==> src/design/q2e_pkg.sv <==
// Shared constants, lane types and helper functions for the quaternion to
// roll/pitch/yaw pipeline. No dependencies; imported by every module.
package q2e_pkg;

   localparam int DATA_W           = 16;
   localparam int PROD_W           = 2 * DATA_W;
   localparam int SUM_W            = 35;
   localparam int MAG_W            = 41;
   localparam int CX_W             = 44;
   localparam int ANG_W            = 33;
   localparam int SQ_W             = 58;
   localparam int SQ_TOP           = 56;
   localparam int SQRT_STEPS       = SQ_TOP / 2 + 1;
   localparam int NORM_STEPS       = 6;
   localparam int ANGLE_ITERATIONS = 16;
   localparam int FRONT_STEPS      = 5;
   localparam int BACK_STEPS       = NORM_STEPS + ANGLE_ITERATIONS;
   localparam int LAT              = FRONT_STEPS + SQRT_STEPS + 1 + BACK_STEPS;
   localparam int OUT_W            = 17;
   localparam int SQM_W            = 28;

   localparam logic signed [SUM_W-1:0] ONE_Q28     = SUM_W'(1) <<< 28;
   localparam logic signed [OUT_W-1:0] QUARTER_POS = OUT_W'(16384);
   localparam logic signed [OUT_W-1:0] QUARTER_NEG = -OUT_W'(16384);

   typedef struct packed {
      logic [SQ_W-1:0] rem;
      logic [SQ_W-1:0] root;
   } sq_type;

   typedef struct packed {
      logic signed [SUM_W-1:0] sr;
      logic signed [SUM_W-1:0] cr;
      logic signed [SUM_W-1:0] sp;
      logic signed [SUM_W-1:0] sy;
      logic signed [SUM_W-1:0] cy;
      logic                    clamp;
   } side_type;

   typedef struct packed {
      logic [MAG_W-1:0] ax;
      logic [MAG_W-1:0] ay;
      logic             xneg;
      logic             yneg;
      logic             zero;
   } nm_type;

   typedef struct packed {
      logic signed [CX_W-1:0]  cx;
      logic signed [CX_W-1:0]  cy;
      logic signed [ANG_W-1:0] z;
      logic                    xneg;
      logic                    yneg;
      logic                    zero;
   } cd_type;

   // arctan(2^-i) with 2^31 = pi
   function automatic logic signed [ANG_W-1:0] arc_tab(input logic [4:0] i);
      logic [31:0] a;
      case (i)
         5'd0:  a = 32'h20000000;
         5'd1:  a = 32'h12E4051E;
         5'd2:  a = 32'h09FB385B;
         5'd3:  a = 32'h051111D4;
         5'd4:  a = 32'h028B0D43;
         5'd5:  a = 32'h0145D7E1;
         5'd6:  a = 32'h00A2F61E;
         5'd7:  a = 32'h00517C55;
         5'd8:  a = 32'h0028BE53;
         5'd9:  a = 32'h00145F2F;
         5'd10: a = 32'h000A2F98;
         5'd11: a = 32'h000517CC;
         5'd12: a = 32'h00028BE6;
         5'd13: a = 32'h000145F3;
         5'd14: a = 32'h0000A2FA;
         5'd15: a = 32'h0000517D;
         5'd16: a = 32'h000028BE;
         5'd17: a = 32'h0000145F;
         5'd18: a = 32'h00000A30;
         5'd19: a = 32'h00000518;
         5'd20: a = 32'h0000028C;
         5'd21: a = 32'h00000146;
         5'd22: a = 32'h000000A3;
         5'd23: a = 32'h00000051;
         default: a = 32'h0;
      endcase
      return signed'({1'b0, a});
   endfunction

   function automatic logic [SQ_W-1:0] sqrt_bit(input int k);
      return SQ_W'(1) << (SQ_TOP - 2 * k);
   endfunction

   function automatic logic [5:0] norm_shift(input int k);
      return 6'(32 >> k);
   endfunction

   function automatic logic [MAG_W-1:0] mag_of(input logic signed [SUM_W-1:0] v);
      logic signed [MAG_W-1:0] e;
      e = {{(MAG_W - SUM_W){v[SUM_W-1]}}, v};
      return v[SUM_W-1] ? -e : e;
   endfunction

   // final angle: clamp to first quadrant, unfold, round to 16 bits
   function automatic logic signed [OUT_W-1:0] angle_out(input cd_type c);
      logic [31:0]             zc;
      logic [32:0]             rs;
      logic signed [OUT_W-1:0] r;
      if (c.z < 0) begin
         zc = '0;
      end else if (c.z > (ANG_W'(1) <<< 30)) begin
         zc = 32'h4000_0000;
      end else begin
         zc = c.z[31:0];
      end
      if (c.xneg) begin
         zc = 32'h8000_0000 - zc;
      end
      rs = {1'b0, zc} + 33'd32768;
      r  = signed'(rs[32:16]);
      if (c.yneg) begin
         r = -r;
      end
      if (c.zero) begin
         r = '0;
      end
      return r;
   endfunction

endpackage

==> src/design/q2e_sqrt_cell.sv <==
// One restoring square-root step (one result bit) with a carried side payload.
// Depends on q2e_pkg.
module q2e_sqrt_cell
   import q2e_pkg::*;
(
   input  logic            clock,
   input  logic            en,
   input  logic [SQ_W-1:0] bit_val,
   input  sq_type          d_in,
   input  side_type        side_in,
   output sq_type          q_out,
   output side_type        side_out
);

   sq_type          q_ff, q_in;
   side_type        side_ff;
   logic [SQ_W-1:0] trial;

   always_comb begin
      trial = d_in.root + bit_val;
      if (d_in.rem >= trial) begin
         q_in.rem  = d_in.rem - trial;
         q_in.root = (d_in.root >> 1) + bit_val;
      end else begin
         q_in.rem  = d_in.rem;
         q_in.root = d_in.root >> 1;
      end
   end

   always_ff @(posedge clock) begin
      if (en) begin
         q_ff    <= q_in;
         side_ff <= side_in;
      end
   end

   assign q_out    = q_ff;
   assign side_out = side_ff;

endmodule

==> config.mk <==
export PLATFORM = sky130hd
export DESIGN_NAME = q2e_sqrt_cell
export DESIGN_NICKNAME = d
export VERILOG_FILES = /design/src/design/q2e_pkg.sv /design/src/design/q2e_sqrt_cell.sv
export SDC_FILE = /design/constraint.sdc
export NUM_CORES = 1
export LEC_CHECK = 0
export BUFFER_PORTS_ARGS = -buffer_cell sky130_fd_sc_hd__buf_2
export CAP_MARGIN = 30
export CELL_PAD_IN_SITES_DETAIL_PLACEMENT = 0
export CELL_PAD_IN_SITES_GLOBAL_PLACEMENT = 1
export CORE_AREA = 2 2 247 249
export CTS_CLUSTER_SIZE = 10
export DETAILED_ROUTE_END_ITERATION = 12
export DIE_AREA = 0 0 249 251
export PLACE_DENSITY = 0.75
export SLEW_MARGIN = 25
export SYNTH_ARGS = -nofsm -noshare
export SYNTH_HDL_FRONTEND = slang
export SYNTH_SLANG_ARGS = --single-unit
==> constraint.sdc <==
create_clock -name clock -period 16.1 [get_ports clock]
set_input_delay 3.22 -clock clock [delete_from_list [all_inputs] [get_ports clock]]
set_output_delay 3.22 -clock clock [all_outputs]
set_load 0.02 [all_outputs]
=== Yosys cells after proc, flatten, opt, wreduce, memory -nomap -nowiden ===
Index checks and enable logic that the tools add are counted.

* Register bits after elaboration: 292
* Input port bits: 352
* Output and inout bits: 292
* Logic and storage cells: 14

* $add $sub $neg: 3
* $lt $le $gt $ge: 1
* Mux-type cells: 1

{| class="wikitable"
|+ Operators with widths
! operator !! count
|-
| $mux W116 || 1
|-
| $add A57 B58 Y58 || 1
|-
| $add A58 B58 Y58 || 1
|-
| $ge A58 B58 Y1 || 1
|-
| $sub A58 B58 Y58 || 1
|}

=== Depth between registers and ports, before layout ===
Gate-level depths: netlist of run 1.

* Depth in word-level cells: 3
* Depth in mapped cells: 26

=== Least setup slack after synthesis of run 1 ===
Ideal clock, no wire load.

* Path kind: input port to flip-flop
* Start point: in bit_val[28]
* End point: reg q_ff, in the netlist q_out[0] (data pin)
* Library setup time: 260 ps
* Arrival time: 8038 ps
* Path slack: 7802 ps
* Cell stages on the path: 24
* Path through: ha_1 buf_2 and4_1 nor2b_1 nand3_1 or2_2 a311o_1 a31oi_1 a31oi_1 o221ai_2 a21oi_1 xor2_1 ha_1 a21o_1 a21o_1 a21oi_1 nor2_1 o21a_1 o311ai_0 nand3_1 a31oi_4 buf_6 buf_4 mux2_2

{| class="wikitable"
|+ RTL lines
! what !! line !! source
|-
| from (decl) || q2e_sqrt_cell.sv:8 || <nowiki>input logic [SQ_W-1:0] bit_val,</nowiki>
|-
| to (signal assigned) || q2e_sqrt_cell.sv:32 || <nowiki>q_ff <= q_in;</nowiki>
|-
| to (decl) || q2e_sqrt_cell.sv:15 || <nowiki>sq_type q_ff, q_in;</nowiki>
|}

==> metrics.csv, run 1 <==
metric,value,unit
Post-Syn Area,0.01993,mm2
clock-pin slew on the worst setup and hold paths,60,ps
Seq cells post-synth,292,
initial antenna violation count,30,
CTS Hold Buffers Added,0,
buffers and inverters on the worst path,3,
syn_nets,2541,
drt drc,0,
f_max,0.1029,GHz
Initial Utilization,33.32,%
total number of vias,18600,
sequential area share after synthesis,44.00,%
maximum number of pins on one net before global-route repair,185,
WHS Endpoint,side_out[94],
gr ovfl total,0,
fin crit period,9720,ps
Die Ht,251,um
Startpoint Class,input pin,
sw frac,38.51,%
relative slew slack,31.41,%
Setup crit end kind,flip-flop,
Yosys warnings,0,
vias in the first global route,18220,
Synth Area per Inst,9.894,um2
"delay-heaviest family, CP",compound AO/OA/AOI/OAI gates,
Clock Sinks,292,
final setup fails,0,
IO Count,644,
Place WS,5812,ps
cts repair resizes,0,
Final nets,3149,
"area leader, netlist",edfxtp_1,
final wirelength,85880,um
Final WS setup,6380,ps
Reg power frac,33.1,%
Worst Path Max Fanout,91,
top-count cell post-synth,edfxtp_1,
Hold Startpoint,side_in[94],
top cell type's share of synthesized area,44.00,%
cell area power density,124.6,mW/mm2
drt initial violations,1083,
Pleak,10.94,nW
# rows,90,
"Distinct cells, synth",69,
"Top FF cell, synth",edfxtp_1,
drt via density,5.409,
CTS tree,done,
Comb pwr share,39.8,%
crit-path max cell delay,730,ps
GRT Total Usage,26.45,%
Worst EP required,16400,ps
final hold violations,0,
Max-Cap Viols,0,
fraction of layout cells with a size suffix above 1,27.54,%
Worst VDD drop,0.06113,mV
hpwl dp,71190,um
root buf cell,clkbuf_16,
number of synthesized flops with an enable pin,292,
Setup TNS,0,ps
Psw,0.001200,W
Hold WC Path Type,input pin to flip-flop,
Longest Clk Path Bufs,3,
worst-margin pin slew,1029,ps
Num CTS Buffers,39,
die area,0.06250,mm2
Mapped Cells,2014,
H-tree levels,2,
Port Buffers,643,
Die X,249,um
CP max stage cell,buf_4,
status,"finished, final reports clean",
core area,0.05979,mm2
routability cong.,0.9348,
DR WL/cell,24.97,um
antenna-violating nets left,0,
clock network power share,27.1,%
first-pass GRT wire length,122100,um
Internal Power,0.001915,W
area grow syn2layout,25.47,%
critical path class,input pin to flip-flop,
hold path cells,1,
Post-DP Area,0.02377,mm2
Final Max Slew Viols,0,
fin crit share,60.37,%
RSZ-0062 raised after global routing,false,
fin area,0.02500,mm2
DR pass1 iterations,5,
postcts setup bufs,0,
synth top area cells,"edfxtp_1 (44%), ha_1 (11%), a21oi_1 (5.6%), nand2_1 (4.7%), xnor2_1 (3.7%)",
share of flip-flops with an asynchronous set or reset,0,%
Post-synth top cells,"edfxtp_1 (292), nand2_1 (247), a21oi_1 (224)",
crit path DAT,10020,ps
CP cell instances,buf_2 > ha_1 > and4_1 > nand2_1 > nor4_1 > o211ai_1 > a311o_1 > a31oi_1 > a31oi_1 > o221ai_2 > a21oi_1 > xor2_1 > ha_1 > a21o_1 > a21o_1 > a21oi_1 > nor2_1 > o21a_1 > o311ai_0 > nand3_1 > a31oi_4 > buf_4 > buf_4 > mux2_2,
worst max-delay path by stage:
stage | to | slack (ps) | from | cells after the start
floorplan | q_out[0] | 7800 | bit_val[28] | 24
global placement | q_out[0] | 5900 | d_in[28] | 24
detailed placement | q_out[82] | 5810 | d_in[11] | 24
CTS | q_out[82] | 6380 | d_in[11] | 24
global route | q_out[0] | 5700 | bit_val[0] | 25
finish | q_out[82] | 6380 | bit_val[11] | 24
metal layers:
metal / part of all wire, % / GRT usage, % / vias to the layer above / wire [um]
met1: 43 / 33.92 / 8942 / 37010
li1: - / - / 8806 / -
met2: 47 / 44.50 / 688 / 40720
met5: 0.14 / 0 / - / 116
met3: 5.6 / 4.866 / 148 / 4851
met4: 3.7 / 9.732 / 16 / 3188
sequential cells by signal, summed over array words and instances, names as in the netlist:
signal    count
side_out    176
q_out       116
cell usage in the layout (no fill, tap or decap), types with 9 or more instances in the layout:
master	Yosys	routed
buf_2	9	642
edfxtp_1	292	292
nand2_1	247	247
a21oi_1	224	224
ha_1	172	172
o21ai_0	125	125
a21o_1	97	97
nor2_1	88	88
o21ai_1	86	86
xnor2_1	84	84
xor2_1	77	77
inv_1	50	50
nand4_1	48	48
clkbuf_16	0	40
o21bai_1	33	33
nand3_1	31	31
nor3_1	23	23
o21a_1	22	22
nor2b_1	21	21
and3_1	18	18
nand2b_1	17	17
o211ai_1	16	16
a31oi_1	15	15
diode_2	0	14
a211oi_1	12	12
o31ai_1	11	11
and4_1	9	9
and2_1	9	9
nor4_1	9	9
clkbuf_1	54	9
power groups by stage:
stage          clock (W)  sequential [W]  combinational, W
6_report        0.000846         0.00103           0.00124
5_1_grt         0.000891         0.00104           0.00135
4_1_cts         0.000868         0.00103           0.00124
3_5_place_dp           0         0.00104           0.00123
3_3_place_gp           0         0.00104           0.00123
2_1_floorplan          0         0.00118          0.000679
final cells by class:
| type | count | area [um2] |
|---|---|---|
| Timing Repair Buffer | 647 | 3271 |
| Clock inverter | 13 | 158.9 |
| Tap cell | 782 | 978.4 |
| Inverter | 50 | 187.7 |
| Sequential cell | 292 | 8768 |
| Multi-Input combinational cell | 1592 | 10570 |
| Fill cell | 5871 | 34790 |
| Antenna cell | 14 | 35.03 |
| Clock buffer | 49 | 1035 |
through the flow:
stage	util, %	power (W)	instances	hold slack, ps
2_1_floorplan	-	0.001854	2014	3319
3_3_place_gp	39.76	0.002272	3363	3397
3_5_place_dp	39.76	0.002275	3363	3398
4_1_cts	41.75	0.003137	3425	2803
5_1_grt	41.80	0.003278	3435	2810
6_report	41.81	0.003115	3439	2828
kinds of logic (layout without fill, tap and decap cells):
family / Yosys count / in the layout / share of synthesized area, %
flip-flops: 292 / 292 / 44.00
AND/OR/NAND/NOR: 539 / 539 / 12.55
other: 0 / 14 / 0
buffers and inverters: 130 / 759 / 2.970
XOR/XNOR: 161 / 161 / 7.077
adder cells (fa/ha/maj): 175 / 175 / 11.10
AO/OA/AOI/OAI: 707 / 707 / 21.74
multiplexers: 10 / 10 / 0.5526
Power figures use the tool's default switching activity.
==> run 2: changes to the inputs <==
- CORE_AREA: 2 2 247 249 -> 2 2 249 251
- DIE_AREA: 0 0 249 251 -> 0 0 251 253
- PLACE_DENSITY: 0.75 -> 0.77
- clock period: 16.1 -> 7.9 ns (I/O delays scaled with it)
==> run 2 against run 1 <==
Effect of this change: combinational power rose by 110%; worst hold slack got worse by 1700 ps; cell area rose by 0.32%; count of clock-buffer cells in the layout fell by 7; global-route usage fell by 0.49 points; via count fell by 0.39%; non-clock buffer count rose by 10; utilization fell by 0.71 points; wire length rose by 0.48%; critical path type unchanged; critical endpoint is now q_out[65].
==> metrics.csv, run 2 (synthesis gave the netlist of run 1 again) <==
metric,value,unit,change
Largest register FFs,176,,unchanged
IO Count,644,,unchanged
Longest Clk Path Bufs,3,,unchanged
final setup fails,0,,unchanged
CTS tree,done,,
H-tree levels,2,,unchanged
core area,0.06103,mm2,+2.1%
"commonest non-fill, non-tap cells in the layout","buf_2 (642), edfxtp_1 (292), nand2_1 (247)",,
postcts setup bufs,0,,unchanged
DR WL/cell,25.03,um,+0.25%
final wirelength,86300,um,+0.48%
Clock Sinks,292,,unchanged
Setup TNS,0,ps,unchanged
clock-pin slew on the worst setup and hold paths,60,ps,about the same
Initial Utilization,32.65,%,-0.67 points
Worst Hold Slack,1177,ps,-1651 ps
critical path class,input pin to flip-flop,,
CP max stage cell,nor4_1,,
Pleak,10.99,nW,+0.48%
f_max,0.1407,GHz,
first-pass GRT wire length,121700,um,-0.33%
cell area power density,254.0,mW/mm2,+100%
drt initial violations,1267,,+17%
worst-margin pin slew,863.3,ps,-165.5 ps
die area,0.06350,mm2,+1.6%
maximum number of pins on one net before global-route repair,134,,-28%
initial antenna violation count,13,,-57%
Worst Path Max Fanout,69,,-24%
# rows,91,,+1.1%
DR pass1 iterations,5,,unchanged
Die X,251,um,+0.80%
Max-Cap Viols,0,,unchanged
crit path DAT,7410,ps,-2610 ps
Critical Path End,q_out[65],,
Startpoint Class,input pin,,
drt drc,0,,unchanged
Filler cells,6102,,+3.9%
vias in the first global route,18070,,-0.83%
"commonest non-fill, non-tap cell in the layout",buf_2,,
crit path from,bit_val[0],,
routability cong.,0.9570,,+2.4%
GRT Total Usage,25.96,%,-0.49 points
root buf cell,clkbuf_16,,
fin crit share,89.98,%,
Final nets,3159,,+0.32%
cts repair resizes,0,,unchanged
CTS Hold Buffers Added,0,,unchanged
drt via density,5.375,,-0.62%
relative slew slack,40.96,%,+9.5 points
Setup crit end kind,flip-flop,,
Final Max Slew Viols,0,,unchanged
gr ovfl total,0,,unchanged
Worst EP required,8200,ps,-8200 ps
Hold WC Path Type,input pin to flip-flop,,
Port Buffers,643,,unchanged
final hold violations,0,,unchanged
crit-path max cell delay,490,ps,-240 ps
RSZ-0062 raised after global routing,false,,
Die Ht,253,um,+0.80%
status,"finished, final reports clean",,
total number of vias,18530,,-0.39%
Num CTS Buffers,39,,unchanged
antenna-violating nets left,0,,unchanged
hpwl dp,71880,um,+0.97%
fraction of layout cells with a size suffix above 1,27.74,%,+0.19 points
fin crit period,7109,ps,
Worst VDD drop,0.1422,mV,+130%
area grow syn2layout,25.87,%,
==> run 2: metrics by stage <==
| stage | cell area (um2) | power (W) | worst slack, ps | cells | util (%) |
|---|---|---|---|---|---|
| global route | 25070 | 0.006694 | 364.1 | 3444 | 41.09 |
| detailed placement | 23910 | 0.004691 | 250.1 | 3381 | 39.17 |
| CTS | 25060 | 0.006409 | 864.1 | 3440 | 41.07 |
| global placement | 23910 | 0.004683 | 343.9 | 3381 | 39.17 |
| finish | 25080 | 0.006371 | 791.3 | 3447 | 41.10 |
| floorplan | 19930 | 0.003779 | 1242 | 2014 | - |
==> run 2: worst min-delay path by stage <==
stage                            start            end  slack, ps  depth (start not counted)
final                     side_in[135]  side_out[135]       1180                          1
after floorplan             side_in[0]    side_out[0]       1680                          0
after CTS                 side_in[146]  side_out[146]       1140                          1
after detailed placement   side_in[14]   side_out[14]       1760                          1
after global routing      side_in[139]  side_out[139]       1150                          1
after global placement     side_in[79]   side_out[79]       1760                          1
==> run 2: where the power goes <==
part	leakage, nW	internal, W	switching, W
registers	2.85	0.00201	0.0000981
clock network	0.564	0.000966	0.000724
logic	7.58	0.000901	0.00167
total	11.0	0.00388	0.00249
==> run 2: area by class of cell <==
| cell class | count | area [um2] | share of cell area, % |
|---|---|---|---|
| Clock buffer | 42 | 987.2 | 3.936 |
| Sequential cell | 292 | 8768 | 34.96 |
| Inverter | 50 | 187.7 | 0.7483 |
| Multi-Input combinational cell | 1592 | 10570 | 42.13 |
| Timing Repair Buffer | 657 | 3396 | 13.54 |
| Antenna cell | 7 | 17.52 | 0.06984 |
| Clock inverter | 17 | 170.2 | 0.6784 |
| Tap cell | 790 | 988.4 | 3.941 |
==> run 2: worst max-delay path: cells and delay by family <==
family                   cells  cell delay [ps]
buffers and inverters        3              590
XOR/XNOR                     1              100
AO/OA/AOI/OAI                9             1890
adder cells (fa/ha/maj)      3             1050
AND/OR/NAND/NOR              9             2100
==> run 2: layer usage <==
metal | vias to the layer above | part of all wire [%] | track usage (%)
met5 | - | 0.041 | 0
met4 | 6 | 2.6 | 7.738
met3 | 103 | 5.9 | 4.359
met2 | 636 | 49 | 45.03
met1 | 8981 | 43 | 33.10
li1 | 8801 | - | -
