## src/design/q2e_pkg.sv

```systemverilog
// Shared constants, lane types and helper functions for the quaternion to
// roll/pitch/yaw pipeline. No dependencies; imported by every module.
package q2e_pkg;

   localparam int DATA_W           = 16;
   localparam int PROD_W           = 2 * DATA_W;
   localparam int SUM_W            = 35;
   localparam int MAG_W            = 41;
   localparam int CX_W             = 44;
   localparam int ANG_W            = 33;
   localparam int SQ_W             = 58;
   localparam int SQ_TOP           = 56;
   localparam int SQRT_STEPS       = SQ_TOP / 2 + 1;
   localparam int NORM_STEPS       = 6;
   localparam int ANGLE_ITERATIONS = 16;
   localparam int FRONT_STEPS      = 5;
   localparam int BACK_STEPS       = NORM_STEPS + ANGLE_ITERATIONS;
   localparam int LAT              = FRONT_STEPS + SQRT_STEPS + 1 + BACK_STEPS;
   localparam int OUT_W            = 17;
   localparam int SQM_W            = 28;

   localparam logic signed [SUM_W-1:0] ONE_Q28     = SUM_W'(1) <<< 28;
   localparam logic signed [OUT_W-1:0] QUARTER_POS = OUT_W'(16384);
   localparam logic signed [OUT_W-1:0] QUARTER_NEG = -OUT_W'(16384);

   typedef struct packed {
      logic [SQ_W-1:0] rem;
      logic [SQ_W-1:0] root;
   } sq_type;

   typedef struct packed {
      logic signed [SUM_W-1:0] sr;
      logic signed [SUM_W-1:0] cr;
      logic signed [SUM_W-1:0] sp;
      logic signed [SUM_W-1:0] sy;
      logic signed [SUM_W-1:0] cy;
      logic                    clamp;
   } side_type;

   typedef struct packed {
      logic [MAG_W-1:0] ax;
      logic [MAG_W-1:0] ay;
      logic             xneg;
      logic             yneg;
      logic             zero;
   } nm_type;

   typedef struct packed {
      logic signed [CX_W-1:0]  cx;
      logic signed [CX_W-1:0]  cy;
      logic signed [ANG_W-1:0] z;
      logic                    xneg;
      logic                    yneg;
      logic                    zero;
   } cd_type;

   // arctan(2^-i) with 2^31 = pi
   function automatic logic signed [ANG_W-1:0] arc_tab(input logic [4:0] i);
      logic [31:0] a;
      case (i)
         5'd0:  a = 32'h20000000;
         5'd1:  a = 32'h12E4051E;
         5'd2:  a = 32'h09FB385B;
         5'd3:  a = 32'h051111D4;
         5'd4:  a = 32'h028B0D43;
         5'd5:  a = 32'h0145D7E1;
         5'd6:  a = 32'h00A2F61E;
         5'd7:  a = 32'h00517C55;
         5'd8:  a = 32'h0028BE53;
         5'd9:  a = 32'h00145F2F;
         5'd10: a = 32'h000A2F98;
         5'd11: a = 32'h000517CC;
         5'd12: a = 32'h00028BE6;
         5'd13: a = 32'h000145F3;
         5'd14: a = 32'h0000A2FA;
         5'd15: a = 32'h0000517D;
         5'd16: a = 32'h000028BE;
         5'd17: a = 32'h0000145F;
         5'd18: a = 32'h00000A30;
         5'd19: a = 32'h00000518;
         5'd20: a = 32'h0000028C;
         5'd21: a = 32'h00000146;
         5'd22: a = 32'h000000A3;
         5'd23: a = 32'h00000051;
         default: a = 32'h0;
      endcase
      return signed'({1'b0, a});
   endfunction

   function automatic logic [SQ_W-1:0] sqrt_bit(input int k);
      return SQ_W'(1) << (SQ_TOP - 2 * k);
   endfunction

   function automatic logic [5:0] norm_shift(input int k);
      return 6'(32 >> k);
   endfunction

   function automatic logic [MAG_W-1:0] mag_of(input logic signed [SUM_W-1:0] v);
      logic signed [MAG_W-1:0] e;
      e = {{(MAG_W - SUM_W){v[SUM_W-1]}}, v};
      return v[SUM_W-1] ? -e : e;
   endfunction

   // final angle: clamp to first quadrant, unfold, round to 16 bits
   function automatic logic signed [OUT_W-1:0] angle_out(input cd_type c);
      logic [31:0]             zc;
      logic [32:0]             rs;
      logic signed [OUT_W-1:0] r;
      if (c.z < 0) begin
         zc = '0;
      end else if (c.z > (ANG_W'(1) <<< 30)) begin
         zc = 32'h4000_0000;
      end else begin
         zc = c.z[31:0];
      end
      if (c.xneg) begin
         zc = 32'h8000_0000 - zc;
      end
      rs = {1'b0, zc} + 33'd32768;
      r  = signed'(rs[32:16]);
      if (c.yneg) begin
         r = -r;
      end
      if (c.zero) begin
         r = '0;
      end
      return r;
   endfunction

endpackage

```

## src/design/q2e_cordic_cell.sv

```systemverilog
// One vectoring CORDIC rotation, fixed step index per cell.
// Depends on q2e_pkg.
module q2e_cordic_cell
   import q2e_pkg::*;
(
   input  logic       clock,
   input  logic       en,
   input  logic [4:0] idx,
   input  cd_type     d_in,
   output cd_type     q_out
);

   cd_type                  q_ff, q_in;
   logic signed [CX_W-1:0]  dx, dy;
   logic signed [ANG_W-1:0] a;

   always_comb begin
      dx   = d_in.cy >>> idx;
      dy   = d_in.cx >>> idx;
      a    = arc_tab(idx);
      q_in = d_in;
      if (d_in.cy > 0) begin
         q_in.cx = d_in.cx + dx;
         q_in.cy = d_in.cy - dy;
         q_in.z  = d_in.z + a;
      end else begin
         q_in.cx = d_in.cx - dx;
         q_in.cy = d_in.cy + dy;
         q_in.z  = d_in.z - a;
      end
   end

   always_ff @(posedge clock) begin
      if (en) begin
         q_ff <= q_in;
      end
   end

   assign q_out = q_ff;

endmodule

```

## config.mk

```make
export PLATFORM = sky130hd
export DESIGN_NAME = q2e_cordic_cell
export DESIGN_NICKNAME = d
export VERILOG_FILES = /design/src/design/q2e_pkg.sv /design/src/design/q2e_cordic_cell.sv
export SDC_FILE = /design/constraint.sdc
export NUM_CORES = 1
export LEC_CHECK = 0
export BUFFER_PORTS_ARGS = -buffer_cell sky130_fd_sc_hd__buf_4
export CAP_MARGIN = 5
export CORE_MARGIN = 5
export CORE_UTILIZATION = 35
export CTS_BUF_LIST = sky130_fd_sc_hd__clkbuf_4 sky130_fd_sc_hd__clkbuf_8 sky130_fd_sc_hd__clkbuf_16
export DETAILED_ROUTE_END_ITERATION = 10
export PLACE_DENSITY_LB_ADDON = 0.05
export SLEW_MARGIN = 20
export SYNTH_ARGS = -nofsm -noshare
export SYNTH_HDL_FRONTEND = slang
export SYNTH_SLANG_ARGS = --single-unit
export TNS_END_PERCENT = 100
```

## constraint.sdc

```tcl
create_clock -name clock -period 14.78 [get_ports clock]
set_clock_uncertainty 0.15 [all_clocks]
set_input_delay 1.478 -clock clock [delete_from_list [all_inputs] [get_ports clock]]
set_output_delay 1.478 -clock clock [all_outputs]
set_load 0.01 [all_outputs]
```

After elaboration in Yosys (flattened, before gate mapping)
Memories as Yosys holds them, arrays and structs flattened.
Cells that the tools add are included.

operators by class
  add/sub/neg operators = 6
  multipliers = 0
  divide/modulo/power cells = 0
  $lt $le $gt $ge = 1
  eq/ne operators = 0
  shift-type cells = 2
  muxes and demuxes = 1
  bitwise logic cells = 0
  reduce and logical (&&, ||, !) cells = 0

operators with widths
  cell                   count
  $mux W121              1
  $add A44 B44 Y44       2
  $sshr A44 B5 Y44       2
  $sub A44 B44 Y44       2
  $gt A44 B1 Y1 const B  1
  $add A33 B33 Y33       1
  $sub A33 B33 Y33       1

word-level totals
  flip-flop bits (word level) = 124
  bits in latches = 0
  memory bits (writable) = 0
  bits in read-only memories = 960
  input bits = 131
  output and inout bits = 124
  logic and storage cells = 17
  memories = 1

memory list
  name              words  bits a word  read ports  clocked after Yosys merged registers in  wr ports  RTL line       source
  (name not given)  32     30           1           0                                        0         q2e_pkg.sv:60  case (i)

Logic depth before layout (Yosys ltp)
Gate-level depths: netlist of run 1.

  depth in word-level cells = 3
  mapped depth = 32

Worst setup path before layout of run 1
No wires, ideal clock.

  path type = input to register
  from = input idx[0]
  to = register q_ff (netlist bit q_out[34]), data pin
  library setup time = 0.264 ns
  data arrival time = 7.240 ns
  path slack = 7.127 ns
  stages = 26
  cells stage by stage = buf_6 > buf_4 > inv_2 > clkbuf_1 > clkbuf_1 > ha_1 > nand2b_1 > a31oi_1 > o22ai_1 > nor4b_1 > and3_1 > nand3_1 > nor2_1 > a21oi_1 > buf_2 > xnor2_1 > ha_1 > nor2b_1 > o21a_1 > o21ai_0 > nand2_1 > or4b_2 > o21ai_0 > o221ai_1 > a221oi_1 > xnor2_1

RTL lines
  item                  RTL line               source
  from (decl)           q2e_cordic_cell.sv:8   input logic [4:0] idx,
  to (signal assigned)  q2e_cordic_cell.sv:35  q_ff <= q_in;
  to (decl)             q2e_cordic_cell.sv:13  cd_type q_ff, q_in;

==> results of run 1 <==
==> per-stage QoR <==
stage	hold WS [ns]	setup slack, ns	total power [µW]	instance area, µm²
6_report	1.01	5.90	2330	23200
5_1_grt	0.993	5.30	2470	23200
4_1_cts	0.977	5.96	2340	23200
3_5_place_dp	1.51	5.45	1880	22600
3_3_place_gp	1.51	5.46	1890	22600
2_1_floorplan	1.43	7.13	1400	20200
==> layer usage <==
layer  wire (µm)  share of wire
met5          34        0.00036
met2       42300           0.45
met3        6890          0.073
met4        3450          0.037
met1       41200           0.44
==> cells in the mapped netlist (59+ instances only) <==
cell / count / area share
nor2_1: 169 / 0.031
xnor2_1: 142 / 0.061
nand2_1: 173 / 0.032
mux2i_1: 100 / 0.049
xor2_1: 64 / 0.028
ha_1: 138 / 0.085
a21o_1: 59 / 0.022
mux4_2: 110 / 0.12
edfxtp_1: 124 / 0.18
o21ai_0: 133 / 0.033
a21oi_1: 173 / 0.043
clkbuf_1: 61 / 0.011
==> cell families (layout without fill, tap and decap cells) <==
kind of cell,Yosys count,after routing,synth area share
AOI/OAI and AO/OA,691,691,0.227
and+or+nand+nor,636,636,0.157
muxes,273,273,0.207
xor gates and xnor gates,206,206,0.0892
buffers and inverters,193,371,0.0477
adders and majority gates,141,141,0.0883
DFF,124,124,0.184
==> cell type report <==
cell class,instances,area (µm²),area share
clock buffers,18,433,0.0187
inverters,56,210,0.00907
repair buffers,283,2130,0.0920
multi-input cells,1947,15600,0.672
well taps,765,957,0.0413
flip-flops and latches,124,3720,0.161
clock inverters,14,146,0.00632
==> power breakdown <==
group / total (µW) / internal, µW / switching [µW]
clock network: 445 / 249 / 196
logic: 1330 / 558 / 770
registers: 559 / 530 / 28.8
total: 2330 / 1340 / 995
==> path summary, 6_finish.rpt <==
kind / to / depth (start not counted) / slack [ns]
setup / recovery: q_out[34] / 25 / 5.90
hold / removal: q_out[1] / 1 / 1.01
==> metrics.cfg, run 1 <==
[setup_path]
worstPathRequired_ns=14.87
arrival_ns=8.97
worst_setup_path_end_kind=flop
cp_slowest_stage_delay_ns=0.67
critPathKind=input port to flop
critPathSlowestCell=o21ai_0
path_delay_family=compound AO/OA/AOI/OAI gates
crit_buf_inv=4
start_kind=input port
critPathLaunch=idx[1]
crit_fanout=47

[global_routing]
grtUsageTotal=0.288
use_met3=0.0618
grt_use_met2=0.446
grt.busiest_layer=met2
grt_max_degree=78
grt_pass1_vias=19693
gr-usage-met1=0.396
grt.overflow.total=0
grt_pass1_wl_mm=136
antenna_found_initial=5

[synth]
synth_ff_type=edfxtp_1
ys_types=106
yosysWarnings=0
ys_seq_area_frac=0.184
syn_area_per_cell_um2=8.94
ys_ff_latch=124
synthCells=2264
async_reset_ff_frac=0
netlist_area_um2=20200
synth_edf_count=124
syn_nets=2536

[worst_hold_path]
worstHoldStart=d_in[1]
hold_class=input port to flop

[cts]
cts.sinks=124
holdBufCountCts=0
h-tree-depth=4
cts_resized=0
cts.reportedPaths.clkPinSlew_ns=0.06
post_cts_buffers=0
cts_made_buffers=17
cts_root_buf=clkbuf_16
cts_tree=done
cts.path.max_buffers=2

[finish]
final_common_cell=buf_4
largest_reg_flops=124
layout-area-overhead-vs-synth_pct=14.5
fin_cells=3207
nets=2701
diodes=0
drive_gt1_frac=0.217
mostFrequentLayoutCells=buf_4 (281), nand2_1 (173), a21oi_1 (173), nor2_1 (168), xnor2_1 (142)
fill_cells=5866
utilization=0.403

[detailed_routing]
vias=20244
wire_per_inst_um=29.3
drt-pass1-iter-count=6
drtIter0Drc=1873
drt-total-wl_mm=93.9
via_per_inst=6.31
ant_nets=0
drc=0

[sta]
hold_viol=0
slew_headroom=0.301
max_clock_freq_mhz=113
fin_setup_tns_ns=0
grt_setup_unrepaired=no
finalCriticalPeriod_ns=8.88
finalSetupViolations=0
finalCritPeriodShare=0.601
tightest_slew_ns=1.04
maxSlewViolCount=0

[flow_run]
cap_violations=0

[floorplanning]
start_util=0.352
die_x_um=250
ios=255
dieArea_um2=62700
core.rowCount=88
die_h_um=250
core_area_um2=57500

[placement]
dp_hpwl_mm=71.6
dpl.cell_count=3175
portBuffers=254
gp_congestion=0.983

[outcome]
status=finished clean

[pwr]
p_per_area_nw_per_um2=101
ir_drop_mv=0.0994
leakage_uw=0.00921

(Power assumes the default switching activity.)
==> run 2, diff against run 1 <==
--- a/config.mk
+++ b/config.mk
@@ -5,6 +5,7 @@
 export SDC_FILE = /design/constraint.sdc
 export NUM_CORES = 1
 export LEC_CHECK = 0
+export ABC_AREA = 1
 export BUFFER_PORTS_ARGS = -buffer_cell sky130_fd_sc_hd__buf_4
 export CAP_MARGIN = 5
 export CORE_MARGIN = 5
==> constraint.sdc (replaced) <==
create_clock -name clock -period 7.15 [get_ports clock]
set_clock_uncertainty 0.15 [all_clocks]
set_input_delay 0.715 -clock clock [delete_from_list [all_inputs] [get_ports clock]]
set_output_delay 0.715 -clock clock [all_outputs]
set_load 0.01 [all_outputs]
==> run 2 against run 1 <==
Non-clock buffer count rose by 4. Hold slack got worse by 0.76 ns. Combinational power rose by 100%. Sequential power rose by 110%. Largest cell class unchanged. Critical path type unchanged.
==> metrics.cfg, run 2 <==
[setup_path]
cp_slowest_stage_delay_ns=0.53
crit_fanout=49
critPathKind=input port to flop
cp_common_cell=nand2_1
critPathSlowestCell=buf_4
arrival_ns=6.43
crit_buf_inv=4
worstPathRequired_ns=7.23
start_kind=input port
worst_setup_path_end_kind=flop
path_delay_family=compound AO/OA/AOI/OAI gates

[cts]
cts_root_buf=clkbuf_16
cts.reportedPaths.clkPinSlew_ns=0.06
cts.path.max_buffers=2
post_cts_buffers=0
holdBufCountCts=0
cts.sinks=124
cts_tree=done
cts_resized=0
cts_made_buffers=17
h-tree-depth=4

[outcome]
status=finished clean

[sta]
maxSlewViolCount=0
hold_viol=0
fin_setup_tns_ns=0
finalCriticalPeriod_ns=6.35
finalSetupViolations=0
finalCritPeriodShare=0.888
max_clock_freq_mhz=157
tightest_slew_ns=0.977
slew_headroom=0.347
grt_setup_unrepaired=no

[detailed_routing]
ant_nets=0
drc=0
wire_per_inst_um=20.4
drt-total-wl_mm=87.2
drtIter0Drc=2373
via_per_inst=5.45
drt-pass1-iter-count=6
vias=23267

[finish]
fin_area_um2=23000
nets=3770
layout-area-overhead-vs-synth_pct=16.3
drive_gt1_frac=0.104
largest_reg_flops=124
final_common_cell=nand2_1
fill_cells=6311
mostFrequentLayoutCells=nand2_1 (1,025), nand3_1 (524), inv_1 (311), nor2_1 (297), buf_4 (281)

[global_routing]
grtUsageTotal=0.276
grt_pass1_vias=21763
grt.overflow.total=0
grt_max_degree=76
antenna_found_initial=3
grt_pass1_wl_mm=130

[synth]
yosysWarnings=0
synth_edf_count=124
ys_ff_latch=124
synth_ff_type=edfxtp_1
syn_nets=3574
synthMostInstantiatedCell=nand2_1
syn_area_per_cell_um2=6.00
synth_xor_area_frac=0.0853
synthCells=3302
synth_area_leaders=nand2_1 (19%), edfxtp_1 (19%), nand3_1 (13%)
ys_seq_area_frac=0.188
netlist_area_um2=19800
synthAdderAreaFrac=0.0902
async_reset_ff_frac=0
muxShareOfSynthArea=0
synth_common_cells=nand2_1 (1,025), nand3_1 (524), inv_1 (311)
synth_top_family_by_area=simple AND/OR/NAND/NOR gates
synth_largest_area_cell=nand2_1
synth_compound_area_frac=0.128
yosys.area.top_type_share=0.194
ys_types=51
synth_simple_gate_area_share=0.417

[pwr]
p_per_area_nw_per_um2=209
ir_drop_mv=0.198
leakage_uw=0.0112

[placement]
portBuffers=254
place_area_um2=22400
dp_hpwl_mm=73.2
gp_congestion=0.992

[floorplanning]
die_h_um=248
core_area_um2=56300
dieArea_um2=61500
start_util=0.352
ios=255
core.rowCount=87
die_x_um=248

[worst_hold_path]
hold_class=input port to flop

[flow_run]
cap_violations=0

run 2: cell count changes after synthesis, moves of 50 or more:
cell,previous run,this run
xnor2_1,142,74
nand3_1,41,524
nand2_1,173,1025
inv_1,52,311
a21o_1,59,9
xor2_1,64,119
mux2i_1,100,0
mux4_2,110,0
nor2_1,169,297
run 2: cell families after synthesis:
kind of cell | Yosys count
simple gates | 1954
compound gates | 451
xor+xnor | 193
buf+inv | 439
flops | 124
fa+ha+maj | 141
run 2: routing by layer:
| metal | share of wire | track usage | vias up |
|---|---|---|---|
| li1 | - | - | 11403 |
| met1 | 0.47 | 0.396 | 10924 |
| met2 | 0.43 | 0.423 | 831 |
| met3 | 0.064 | 0.0436 | 109 |
| met4 | 0.029 | 0.0888 | 0 |
| met5 | 0 | 0 | - |
run 2: worst paths after layout:
path | start | end | cells after the start
setup / recovery | idx[1] | q_out[121] | 29
hold / removal | d_in[2] | q_out[2] | 1
run 2: report_power, final:
group          switching (µW)  total (µW)  leakage [µW]  internal, µW
logic                    1730        2710       0.00969           981
registers                58.0        1150       0.00121          1090
clock network             399         951      0.000295           552
run 2: layout make-up:
cell class              instances  area (µm²)  area share
multi-input cells            2739       14300       0.620
well taps                     756         946      0.0411
clock buffers                  17         425      0.0185
flip-flops and latches        124        3720       0.162
diodes                          2        5.00    0.000217
inverters                     329        1240      0.0537
repair buffers                287        2220      0.0964
clock inverters                15         186     0.00809
run 2: metrics by stage:
step,hold WS [ns],instances,util,power [µW],worst slack (ns)
6_report,0.252,4269,0.409,4810,0.798
5_1_grt,0.234,4269,0.409,5160,0.445
4_1_cts,0.222,4267,0.409,4820,1.04
3_5_place_dp,0.745,4235,0.398,3840,0.533
3_3_place_gp,0.743,4235,0.398,3860,0.436
2_1_floorplan,0.664,3302,-,2820,2.33
==> run 3, diff against run 2 <==
--- a/config.mk
+++ b/config.mk
@@ -7,9 +7,8 @@
 export LEC_CHECK = 0
 export ABC_AREA = 1
 export BUFFER_PORTS_ARGS = -buffer_cell sky130_fd_sc_hd__buf_4
-export CAP_MARGIN = 5
 export CORE_MARGIN = 5
-export CORE_UTILIZATION = 35
+export CORE_UTILIZATION = 55
 export CTS_BUF_LIST = sky130_fd_sc_hd__clkbuf_4 sky130_fd_sc_hd__clkbuf_8 sky130_fd_sc_hd__clkbuf_16
 export DETAILED_ROUTE_END_ITERATION = 10
 export PLACE_DENSITY_LB_ADDON = 0.05
==> run 3 against run 2 <==
Combinational power is essentially flat. Final cell count shrank 7.2%. Clock-buffer cell count is the same. Sequential power is essentially flat. Sequential share of layout area grew 0.38 points. Clock power shrank 7.9%. Cell area shrank 2.3%. Critical path type unchanged. Wire length shrank 9.8%.
==> metrics.cfg, run 3 (same netlist as run 2, synthesis figures left out) <==
[cts]
cts_made_buffers=17
holdBufCountCts=0
cts_resized=0
h-tree-depth=4
cts_tree=done
cts_root_buf=clkbuf_16
post_cts_buffers=0
cts.path.max_buffers=2
cts.reportedPaths.clkPinSlew_ns=0.07
cts.sinks=124

[global_routing]
grt_pass1_wl_mm=120
antenna_found_initial=1
grt_pass1_vias=22223
grt_max_degree=98
grtUsageTotal=0.377
grt.overflow.total=0

[finish]
mostFrequentLayoutCells=nand2_1 (1,025), nand3_1 (524), inv_1 (311), nor2_1 (297), buf_4 (273)
nets=3759
final_common_cell=nand2_1
diodes=0
largest_reg_flops=124
drive_gt1_frac=0.101
layout-area-overhead-vs-synth_pct=13.6

[floorplanning]
die_h_um=200
core.rowCount=69
core_area_um2=35600
start_util=0.557
dieArea_um2=39900
die_x_um=200
ios=255

[setup_path]
crit_buf_inv=6
cp_common_cell=nand2_1
path_depth=32
path_delay_family=simple AND/OR/NAND/NOR gates
worst_setup_path_end_kind=flop
critPathSlowestCell=buf_4
crit_fanout=53
start_kind=input port
worstPathRequired_ns=7.21
cp_slowest_stage_delay_ns=0.57
arrival_ns=6.40
critPathLaunch=idx[1]
critPathKind=input port to flop

[pwr]
combPwrFrac=0.570
p_int_uw=2540
p_per_area_nw_per_um2=210
p_sw_frac=0.461
p_sw_uw=2170
pwr-share-seq=0.244
clockPowerShare=0.186
leakage_uw=0.0111
ir_drop_mv=0.201

[outcome]
status=finished clean

[sta]
fin_setup_tns_ns=0
finalSetupViolations=0
finalCriticalPeriod_ns=6.34
hold_ws_ns=0.286
slew_headroom=0.337
finalCritPeriodShare=0.887
tightest_slew_ns=0.995
hold_viol=0
grt_setup_unrepaired=no
maxSlewViolCount=0
max_clock_freq_mhz=158

[detailed_routing]
drt-total-wl_mm=78.7
ant_nets=0
drtIter0Drc=3612
drc=0
wire_per_inst_um=19.9
drt-pass1-iter-count=7
vias=24377
via_per_inst=6.15

[worst_hold_path]
hold_class=input port to flop
worstHoldStart=d_in[2]
whs_path_depth=1

[placement]
gp_congestion=1.07
dp_hpwl_mm=63.5
portBuffers=254

[flow_run]
cap_violations=0

[run 3: cell count changes in the layout (fill, tap and decap cells not counted)]
cell	previous run	this run
buf_4	281	273
buf_12	5	3
bufinv_16	3	1
diode_2	2	0
buf_6	1	0
clkinv_2	0	1
clkinv_4	5	4
clkinvlp_4	1	2
inv_6	3	4
[run 3: final timing paths]
kind,slack [ns],end
setup / recovery,0.81,q_out[123]
hold / removal,0.29,q_out[2]
[run 3: power groups by stage]
stage	sequential [µW]	clock, µW	combinational (µW)
floorplan	1270	0	1560
global placement	1160	0	2560
detailed placement	1170	0	2600
CTS	1150	880	2620
global route	1170	908	2920
finish	1150	876	2690
[run 3: through the flow]
stage          area (µm²)  total power, µW  setup WS, ns  cells   util
4_1_cts             22500             4650          1.02   3961  0.633
5_1_grt             22500             5000         0.350   3961  0.633
3_3_place_gp        21900             3720         0.597   3929  0.617
2_1_floorplan       19800             2820          2.33   3302      -
3_5_place_dp        21900             3770         0.557   3929  0.617
6_report            22500             4720         0.808   3961  0.633
[run 3: area by class of cell]
type / count / area, µm²
clock buffers: 17 / 425
clock inverters: 15 / 139
fillers: 3486 / 13100
inverters: 329 / 1240
multi-input cells: 2739 / 14300
flip-flops and latches: 124 / 3720
well taps: 461 / 577
repair buffers: 276 / 2110
[run 3: per-layer routing]
layer	GRT usage	vias up	part of all wire
li1	-	11394	-
met1	0.517	11087	0.40
met2	0.588	1653	0.44
met3	0.0856	241	0.12
met4	0.132	2	0.038
met5	0	-	0.00015
